$ cat src/rtl/core/chgw_pkg.sv
// shared constants for the convex hull gift wrap block
// no dependencies
package chgw_pkg;

  localparam int MAX_POINTS_DEF = 32;
  localparam int COORD_BITS_DEF = 16;

endpackage

$ cat src/rtl/core/chgw_cross.sv
// registered 2d cross product sign test for the gift wrap scan
// depends on chgw_pkg
module chgw_cross
  import chgw_pkg::*;
#(
  parameter int COORD_BITS = COORD_BITS_DEF
) (
  input  logic                         clk,
  input  logic                         en,
  input  logic signed [COORD_BITS-1:0] h_x,
  input  logic signed [COORD_BITS-1:0] h_y,
  input  logic signed [COORD_BITS-1:0] c_x,
  input  logic signed [COORD_BITS-1:0] c_y,
  input  logic signed [COORD_BITS-1:0] p_x,
  input  logic signed [COORD_BITS-1:0] p_y,
  output logic                         pos
);

  localparam int DW = COORD_BITS + 1;
  localparam int PW = 2 * DW;
  localparam int SW = PW + 1;

  logic signed [DW-1:0] cx, cy, px, py;
  logic signed [PW-1:0] prod_a_r, prod_b_r;
  logic signed [SW-1:0] diff;

  // differences from the current hull point, one bit wider
  assign cx = DW'(c_x) - DW'(h_x);
  assign cy = DW'(c_y) - DW'(h_y);
  assign px = DW'(p_x) - DW'(h_x);
  assign py = DW'(p_y) - DW'(h_y);

  always_ff @(posedge clk) begin
    if (en) begin
      prod_a_r <= cx * py;
      prod_b_r <= px * cy;
    end
  end

  assign diff = SW'(prod_a_r) - SW'(prod_b_r);
  assign pos  = !diff[SW-1] && (diff != '0);

endmodule

$ cat src/rtl/core/convex_hull_gift_wrap_top.sv
// top level of the convex hull gift wrap block: point store, scan sequencer, outputs
// depends on chgw_pkg and chgw_cross
//
// points are loaded one per cycle through start/busy; each accepted request stores
// one signed (x,y) point, and a request with in_last_point set closes the set and
// starts the wrap. points beyond MAX_POINTS are dropped but their last flag still
// counts. the wrap begins at the first stored point of least x and emits hull
// vertices in wrap order on a one-cycle out_valid strobe; the receiver cannot stall,
// so every strobe must be taken. the final vertex carries out_last_vertex, and
// out_truncated as well when MAX_POINTS vertices went out without closing the hull.
// with more than one point stored, the wrap opens with a read of point 1, then scans
// every stored point after point 0 for each hull vertex and ends it in an emit step,
// paced by the single read port of the point memory and the two-step multiply then
// compare of the cross product unit; a lone point goes out without a scan. busy stays
// high for the whole wrap; the last strobe shows in the first cycle after busy falls,
// and a new point may be accepted in that cycle.
module convex_hull_gift_wrap_top
  import chgw_pkg::*;
#(
  parameter int MAX_POINTS = MAX_POINTS_DEF,
  parameter int COORD_BITS = COORD_BITS_DEF
) (
  input  logic                         clk,
  input  logic                         rst_n,
  input  logic                         start,
  output logic                         busy,
  input  logic signed [COORD_BITS-1:0] in_x,
  input  logic signed [COORD_BITS-1:0] in_y,
  input  logic                         in_last_point,
  output logic                         out_valid,
  output logic signed [COORD_BITS-1:0] out_hull_x,
  output logic signed [COORD_BITS-1:0] out_hull_y,
  output logic                         out_last_vertex,
  output logic                         out_truncated
);

  // counters hold 0..MAX_POINTS, indexes 0..MAX_POINTS-1
  localparam int CNT_W = $clog2(MAX_POINTS + 1);
  localparam int IDX_W = (MAX_POINTS > 1) ? $clog2(MAX_POINTS) : 1;
  localparam int PT_W  = 2 * COORD_BITS;

  typedef enum logic [2:0] {
    ST_IDLE,   // loading points
    ST_FIRST,  // read of point 1 after the last write has landed
    ST_MUL,    // read data valid, products latched
    ST_CMP,    // cross product sign known, candidate update
    ST_EMIT    // candidate is the next hull point
  } state_t;

  state_t state_r;

  // point memory, x in the upper half
  logic [PT_W-1:0] pt_mem_r [MAX_POINTS];
  logic [PT_W-1:0] rd_data_r;
  logic            rd_en;
  logic [IDX_W-1:0] rd_addr;
  logic            wr_en;

  logic [CNT_W-1:0] load_cnt_r;
  logic [CNT_W-1:0] npts_r;
  logic [CNT_W-1:0] scan_r;
  logic [CNT_W-1:0] emitted_r;
  logic [CNT_W-1:0] scan_inc;

  // register copies of the points the scan compares against
  logic signed [COORD_BITS-1:0] h_x_r, h_y_r;      // current hull point
  logic signed [COORD_BITS-1:0] c_x_r, c_y_r;      // candidate
  logic signed [COORD_BITS-1:0] s_x_r, s_y_r;      // start point
  logic signed [COORD_BITS-1:0] p0_x_r, p0_y_r;    // stored point 0
  logic signed [COORD_BITS-1:0] min_x_r, min_y_r;  // least x seen so far

  logic signed [COORD_BITS-1:0] p_x, p_y;
  logic signed [COORD_BITS-1:0] nmin_x, nmin_y;
  logic signed [COORD_BITS-1:0] np0_x, np0_y;

  logic accept, room, take_min, first_pt;
  logic cross_pos, same_hc, closed, cap_hit;

  assign busy   = (state_r != ST_IDLE);
  assign accept = start && !busy;
  assign room   = (load_cnt_r < CNT_W'(MAX_POINTS));
  assign wr_en  = accept && room;
  assign first_pt = (load_cnt_r == '0);

  // strict less-than keeps the first point of least x
  assign take_min = room && (first_pt || (in_x < min_x_r));
  assign nmin_x   = take_min ? in_x : min_x_r;
  assign nmin_y   = take_min ? in_y : min_y_r;
  assign np0_x    = (room && first_pt) ? in_x : p0_x_r;
  assign np0_y    = (room && first_pt) ? in_y : p0_y_r;

  assign p_x = $signed(rd_data_r[PT_W-1:COORD_BITS]);
  assign p_y = $signed(rd_data_r[COORD_BITS-1:0]);

  assign scan_inc = scan_r + CNT_W'(1);
  assign same_hc  = (h_x_r == c_x_r) && (h_y_r == c_y_r);
  assign closed   = (c_x_r == s_x_r) && (c_y_r == s_y_r);
  assign cap_hit  = (emitted_r == CNT_W'(MAX_POINTS - 1));

  // read port: one point per scan step
  always_comb begin
    rd_en   = 1'b0;
    rd_addr = scan_r[IDX_W-1:0];
    unique case (state_r)
      ST_FIRST: begin
        rd_en   = 1'b1;
        rd_addr = scan_r[IDX_W-1:0];
      end
      ST_CMP: begin
        rd_en   = (scan_inc < npts_r);
        rd_addr = scan_inc[IDX_W-1:0];
      end
      ST_EMIT: begin
        rd_en   = (npts_r > CNT_W'(1));
        rd_addr = IDX_W'(1);
      end
      default: begin
        rd_en   = 1'b0;
        rd_addr = scan_r[IDX_W-1:0];
      end
    endcase
  end

  always_ff @(posedge clk) begin
    if (wr_en) begin
      pt_mem_r[load_cnt_r[IDX_W-1:0]] <= {in_x, in_y};
    end
    if (rd_en) begin
      rd_data_r <= pt_mem_r[rd_addr];
    end
  end

  chgw_cross #(
    .COORD_BITS(COORD_BITS)
  ) u_cross (
    .clk (clk),
    .en  (state_r == ST_MUL),
    .h_x (h_x_r),
    .h_y (h_y_r),
    .c_x (c_x_r),
    .c_y (c_y_r),
    .p_x (p_x),
    .p_y (p_y),
    .pos (cross_pos)
  );

  // sequencer, point registers and output registers
  always_ff @(posedge clk) begin
    if (!rst_n) begin
      state_r    <= ST_IDLE;
      load_cnt_r <= '0;
      npts_r     <= '0;
      scan_r     <= '0;
      emitted_r  <= '0;
      out_valid  <= 1'b0;
    end else begin
      // one strobe per emit cycle
      out_valid <= (state_r == ST_EMIT);
      unique case (state_r)
        ST_IDLE: begin
          if (accept) begin
            if (room) begin
              min_x_r    <= nmin_x;
              min_y_r    <= nmin_y;
              p0_x_r     <= np0_x;
              p0_y_r     <= np0_y;
            end
            if (in_last_point) begin
              // close the set: start from the least-x point, candidate is point 0
              load_cnt_r <= '0;
              npts_r     <= room ? (load_cnt_r + CNT_W'(1)) : load_cnt_r;
              h_x_r      <= nmin_x;
              h_y_r      <= nmin_y;
              s_x_r      <= nmin_x;
              s_y_r      <= nmin_y;
              c_x_r      <= np0_x;
              c_y_r      <= np0_y;
              emitted_r  <= '0;
              scan_r     <= CNT_W'(1);
              if (room ? (load_cnt_r != '0) : (load_cnt_r > CNT_W'(1))) begin
                state_r <= ST_FIRST;
              end else begin
                state_r <= ST_EMIT;
              end
            end else if (room) begin
              load_cnt_r <= load_cnt_r + CNT_W'(1);
            end
          end
        end
        ST_FIRST: begin
          state_r <= ST_MUL;
        end
        ST_MUL: begin
          state_r <= ST_CMP;
        end
        ST_CMP: begin
          if (same_hc || cross_pos) begin
            c_x_r <= p_x;
            c_y_r <= p_y;
          end
          scan_r <= scan_inc;
          if (scan_inc < npts_r) begin
            state_r <= ST_MUL;
          end else begin
            state_r <= ST_EMIT;
          end
        end
        ST_EMIT: begin
          out_hull_x      <= h_x_r;
          out_hull_y      <= h_y_r;
          out_last_vertex <= closed || cap_hit;
          out_truncated   <= !closed && cap_hit;
          emitted_r       <= emitted_r + CNT_W'(1);
          if (closed || cap_hit) begin
            state_r <= ST_IDLE;
          end else begin
            // candidate becomes the next hull point, restart the scan
            h_x_r  <= c_x_r;
            h_y_r  <= c_y_r;
            c_x_r  <= p0_x_r;
            c_y_r  <= p0_y_r;
            scan_r <= CNT_W'(1);
            if (npts_r > CNT_W'(1)) begin
              state_r <= ST_MUL;
            end else begin
              state_r <= ST_EMIT;
            end
          end
        end
        default: begin
          state_r <= ST_IDLE;
        end
      endcase
    end
  end

endmodule

$ cat config.mk
export PLATFORM = sky130hd
export DESIGN_NAME = convex_hull_gift_wrap_top
export DESIGN_NICKNAME = d
export VERILOG_FILES = /design/src/rtl/core/chgw_pkg.sv /design/src/rtl/core/chgw_cross.sv /design/src/rtl/core/convex_hull_gift_wrap_top.sv
export SDC_FILE = /design/constraint.sdc
export NUM_CORES = 2
export LEC_CHECK = 0
export ABC_AREA = 1
export ABC_CLOCK_PERIOD_IN_PS = 10100
export BUFFER_PORTS_ARGS = -buffer_cell sky130_fd_sc_hd__buf_2
export CORE_ASPECT_RATIO = 1.75
export CORE_UTILIZATION = 25
export CTS_CLUSTER_DIAMETER = 150
export DETAILED_ROUTE_END_ITERATION = 16
export GPL_TIMING_DRIVEN = 0
export PLACE_DENSITY = 0.47
export SYNTH_ARGS = -nofsm -noshare
export SYNTH_HDL_FRONTEND = slang
export SYNTH_SLANG_ARGS = --single-unit
$ cat constraint.sdc
create_clock -name clk -period 10.1 [get_ports clk]
set_input_delay 0.505 -clock clk [delete_from_list [all_inputs] [get_ports clk]]
set_output_delay 0.505 -clock clk [all_outputs]
set_load 0.05 [all_outputs]
==> flow_results.xml <==
<?xml version="1.0" encoding="UTF-8"?>
<metrics>
  <group name="final_layout">
    <metric name="post-route-cell-area" unit="mm^2">0.0914</metric>
    <metric name="fin_nets" unit="">8750</metric>
    <metric name="filler_cell_count" unit="">32991</metric>
    <metric name="fraction_of_layout_instances_using_a_drive_strength_above_1" unit="%">6.34</metric>
    <metric name="synthToLayoutAreaGrowth" unit="%">14.0</metric>
    <metric name="post-route-util" unit="%">28.7</metric>
  </group>
  <group name="cts">
    <metric name="cts.sink_count" unit="">1346</metric>
    <metric name="cts_tree" unit="">done</metric>
    <metric name="cts_root_buffer" unit="">sky130_fd_sc_hd__clkbuf_16</metric>
    <metric name="cts-root-to-sink-buffers" unit="">4</metric>
    <metric name="ctsHoldBuffers" unit="">0</metric>
    <metric name="cts_made_buffers" unit="">144</metric>
    <metric name="cts_max_level" unit="">4</metric>
    <metric name="cts.reportedPaths.clkPinSlew" unit="ps">60</metric>
    <metric name="clk_latency" unit="ps">810</metric>
  </group>
  <group name="critical_path">
    <metric name="critical_path.slowest_cell" unit="">sky130_fd_sc_hd__fa_1</metric>
    <metric name="regToRegEndpoint" unit="">u_cross.prod_b_r[33]$_DFFE_PN_</metric>
    <metric name="worstPathRequired" unit="ps">10570</metric>
    <metric name="timing.critical_path.to_type" unit="">register</metric>
    <metric name="worst_path_largest_cell_delay" unit="ps">730</metric>
    <metric name="r2r.worst_path.cells" unit="">28</metric>
    <metric name="setup.worst_path.start" unit="">h_x_r[0]$_DFFE_PP_</metric>
    <metric name="cp_common_cell" unit="">sky130_fd_sc_hd__fa_1</metric>
    <metric name="critPathLaunchType" unit="">register</metric>
    <metric name="setup.reg_to_reg.worst_slack" unit="ps">370</metric>
    <metric name="crit_arrival" unit="ps">10200</metric>
    <metric name="worstSetupPathType" unit="">reg -&gt; reg</metric>
    <metric name="timing.critical_path.to" unit="">u_cross.prod_b_r[33]$_DFFE_PN_</metric>
    <metric name="crit-reg2reg-launch" unit="">h_x_r[0]$_DFFE_PP_</metric>
    <metric name="critical_path_peak_fanout" unit="">10</metric>
  </group>
  <group name="sta">
    <metric name="slew_viol_final" unit="">11</metric>
    <metric name="setup-violations-final" unit="">0</metric>
    <metric name="worst_slew_pin_slew" unit="ps">1530</metric>
    <metric name="final.min_clock_period" unit="ps">9730</metric>
    <metric name="rsz0062_at_grt" unit="">no</metric>
    <metric name="fmax" unit="GHz">0.103</metric>
    <metric name="clock-skew-final" unit="ps">49.0</metric>
    <metric name="setup_tns" unit="ps">0</metric>
    <metric name="maxSlewHeadroom" unit="%">-2.31</metric>
    <metric name="final_worst_path_period_share" unit="%">96.3</metric>
    <metric name="hold-worst-slack" unit="ps">130</metric>
    <metric name="final_hold_viol_count" unit="">0</metric>
  </group>
  <group name="synthesis">
    <metric name="yosys_warnings" unit="">0</metric>
    <metric name="ys_top_cells_by_area" unit="">sky130_fd_sc_hd__edfxtp_1 49%, sky130_fd_sc_hd__fa_1 15%, sky130_fd_sc_hd__inv_1 5.1%, sky130_fd_sc_hd__nand2_1 5.1%, sky130_fd_sc_hd__nor2_1 4.6%</metric>
    <metric name="sequential_share_of_the_synthesized_area" unit="%">50.1</metric>
    <metric name="yosys.cell_count.top_type" unit="">sky130_fd_sc_hd__edfxtp_1</metric>
    <metric name="netlist_top_cells_count" unit="">1318 x sky130_fd_sc_hd__edfxtp_1, 1098 x sky130_fd_sc_hd__inv_1, 1086 x sky130_fd_sc_hd__nand2_1, 991 x sky130_fd_sc_hd__nor2_1, 598 x sky130_fd_sc_hd__fa_1</metric>
    <metric name="synth.net_count" unit="">8484</metric>
    <metric name="biggest_area_consumer_among_synthesized_cells" unit="">sky130_fd_sc_hd__edfxtp_1</metric>
    <metric name="postSynthCellCount" unit="">7557</metric>
    <metric name="synth_cell_types" unit="">56</metric>
    <metric name="syn-mean-instance-area" unit="um^2">10.6</metric>
    <metric name="synth.ff_latch_count" unit="">1346</metric>
    <metric name="edff_count_synth" unit="">1318</metric>
    <metric name="prevailing_post_synth_register_cell" unit="">sky130_fd_sc_hd__edfxtp_1</metric>
    <metric name="asyncSetResetFlopFracSynth" unit="%">0</metric>
    <metric name="synthesis.area" unit="mm^2">0.0802</metric>
    <metric name="netlist.area_leader.share" unit="%">49.4</metric>
  </group>
  <group name="routing">
    <metric name="route.detailed.vias_per_inst" unit="">4.74</metric>
    <metric name="detail_route.wirelength" unit="um">290000</metric>
    <metric name="drt_pass1_iterations" unit="">6</metric>
    <metric name="post-route-drc-count" unit="">0</metric>
    <metric name="dr_total_vias" unit="">57139</metric>
    <metric name="antenna_left" unit="">0</metric>
    <metric name="post_drt_wl_per_cell" unit="um">24.1</metric>
    <metric name="drt_first_iter_violations" unit="">3907</metric>
  </group>
  <group name="min_path">
    <metric name="worst_hold_path_type" unit="">in -&gt; reg</metric>
    <metric name="whs_path_depth" unit="">4</metric>
    <metric name="worstHoldStart" unit="">in_last_point</metric>
  </group>
  <group name="grt">
    <metric name="number_of_antenna_violations_at_the_first_check_in_global_routing" unit="">9</metric>
    <metric name="grt_pass1_wl" unit="um">414000</metric>
    <metric name="global_routing_usage_summed_across_all_routing_layers" unit="%">17.7</metric>
    <metric name="global_route.overflow_total" unit="">0</metric>
    <metric name="grt_max_degree" unit="">47</metric>
    <metric name="first_global_vias" unit="">60856</metric>
  </group>
  <group name="floorplan">
    <metric name="floorplan.rows" unit="">274</metric>
    <metric name="dieWidth" unit="um">430</metric>
    <metric name="floorplan.initialDensity" unit="%">25.2</metric>
    <metric name="design.portCount" unit="">72</metric>
    <metric name="die_area" unit="mm^2">0.323</metric>
    <metric name="core" unit="mm^2">0.318</metric>
    <metric name="die_h" unit="um">751</metric>
  </group>
  <group name="placed_design">
    <metric name="place.gp.congestion" unit="">0.928</metric>
    <metric name="place_hpwl" unit="um">230000</metric>
    <metric name="dpl_cell_area" unit="mm^2">0.0869</metric>
    <metric name="buffers_added_on_ports" unit="">70</metric>
  </group>
  <group name="run_status">
    <metric name="outcome" unit="">complete, but fails checks</metric>
    <metric name="failed_checks" unit="">capacitance limit, slew limit</metric>
  </group>
  <group name="flow_run">
    <metric name="cap_violations" unit="">1</metric>
  </group>
</metrics>
## state kept, by name (all words and copies together), names as in the netlist, 3 cells and up
name / cells
out_hull_x: 16
c_x_r: 16
h_y_r: 16
out_hull_y: 16
s_x_r: 16
min_x_r: 16
scan_r: 6
emitted_r: 6
c_y_r: 16
pt_mem_r: 1024
min_y_r: 16
rd_data_r: 32
u_cross.prod_a_r: 34
state_r: 3
h_x_r: 16
npts_r: 6
load_cnt_r: 6
u_cross.prod_b_r: 34
p0_y_r: 16
s_y_r: 16
p0_x_r: 16
## through the flow
step,instances,setup WS [ps]
final,12057,371
after floorplan,7557,2830
after detailed placement,11817,172
after global placement,11767,203
after global routing,12055,5.87
after CTS,12055,132
## worst max-delay path, delay by kind of cell, from the launching register on
family                   cells  cell delay (ps)
AND/OR/NAND/NOR              8             1640
adder cells (fa/ha/maj)      9             4260
AO/OA/AOI/OAI                4             1090
buffers and inverters        6             1430
flip-flops                   1              450
XOR/XNOR                     1              570
## kinds of logic after synthesis
logic type / share of synthesized area [%]
flip-flops: 50.1
AND/OR/NAND/NOR: 12.4
XOR/XNOR: 1.71
buffers and inverters: 6.88
AO/OA/AOI/OAI: 9.39
adder cells (fa/ha/maj): 19.5
## worst min-delay path by stage
stage | end | slack (ps)
finish | load_cnt_r[3]$_SDFFE_PN0P_ | 130
global route | load_cnt_r[4]$_SDFFE_PN0P_ | 120
CTS | load_cnt_r[0]$_SDFFE_PN0P_ | 70
detailed placement | out_hull_y[13]$_DFFE_PP_ | 440
global placement | out_hull_y[12]$_DFFE_PP_ | 440
floorplan | out_hull_x[10]$_DFFE_PP_ | 430
## metal layers
metal / wire (um) / share of wire (%) / GRT usage [%]
met1: 91300 / 31 / 15.8
met2: 164000 / 57 / 35.9
met3: 10800 / 3.7 / 1.94
met4: 24000 / 8.2 / 12.8
met5: 28 / 0.0096 / 0
## layout by cell type (no fill, tap or decap), drive strengths merged, types with 63 or more instances in the layout
master	n
edfxtp	1318
inv	1113
nand2	1090
nor2	992
o21ai	690
fa	598
clkbuf	361
ha	293
buf	245
nand3	220
o221ai	199
a21oi	186
xor2	86
xnor2	70
o22ai	63
## layout make-up
class | instances | area [um^2] | area share, %
Sequential cell | 1346 | 40100 | 43.9
Multi-Input combinational cell | 4781 | 34900 | 38.2
Clock inverter | 58 | 649 | 0.710
Tap cell | 4140 | 5180 | 5.67
Antenna cell | 2 | 5.00 | 0.00547
Timing Repair Buffer | 120 | 1270 | 1.39
Buffer | 306 | 1290 | 1.41
Inverter | 1124 | 4220 | 4.62
Clock buffer | 180 | 3770 | 4.12
## what timing repair did
action                                  in CTS  in global routing
buffers inserted                             0                  0
endpoints found under the setup margin       0                  3
gates resized for setup                      0                  5
Power is left out: the tool's default activity adds up to more than one toggle a clock period on the data nets, which glitch-free logic cannot reach.
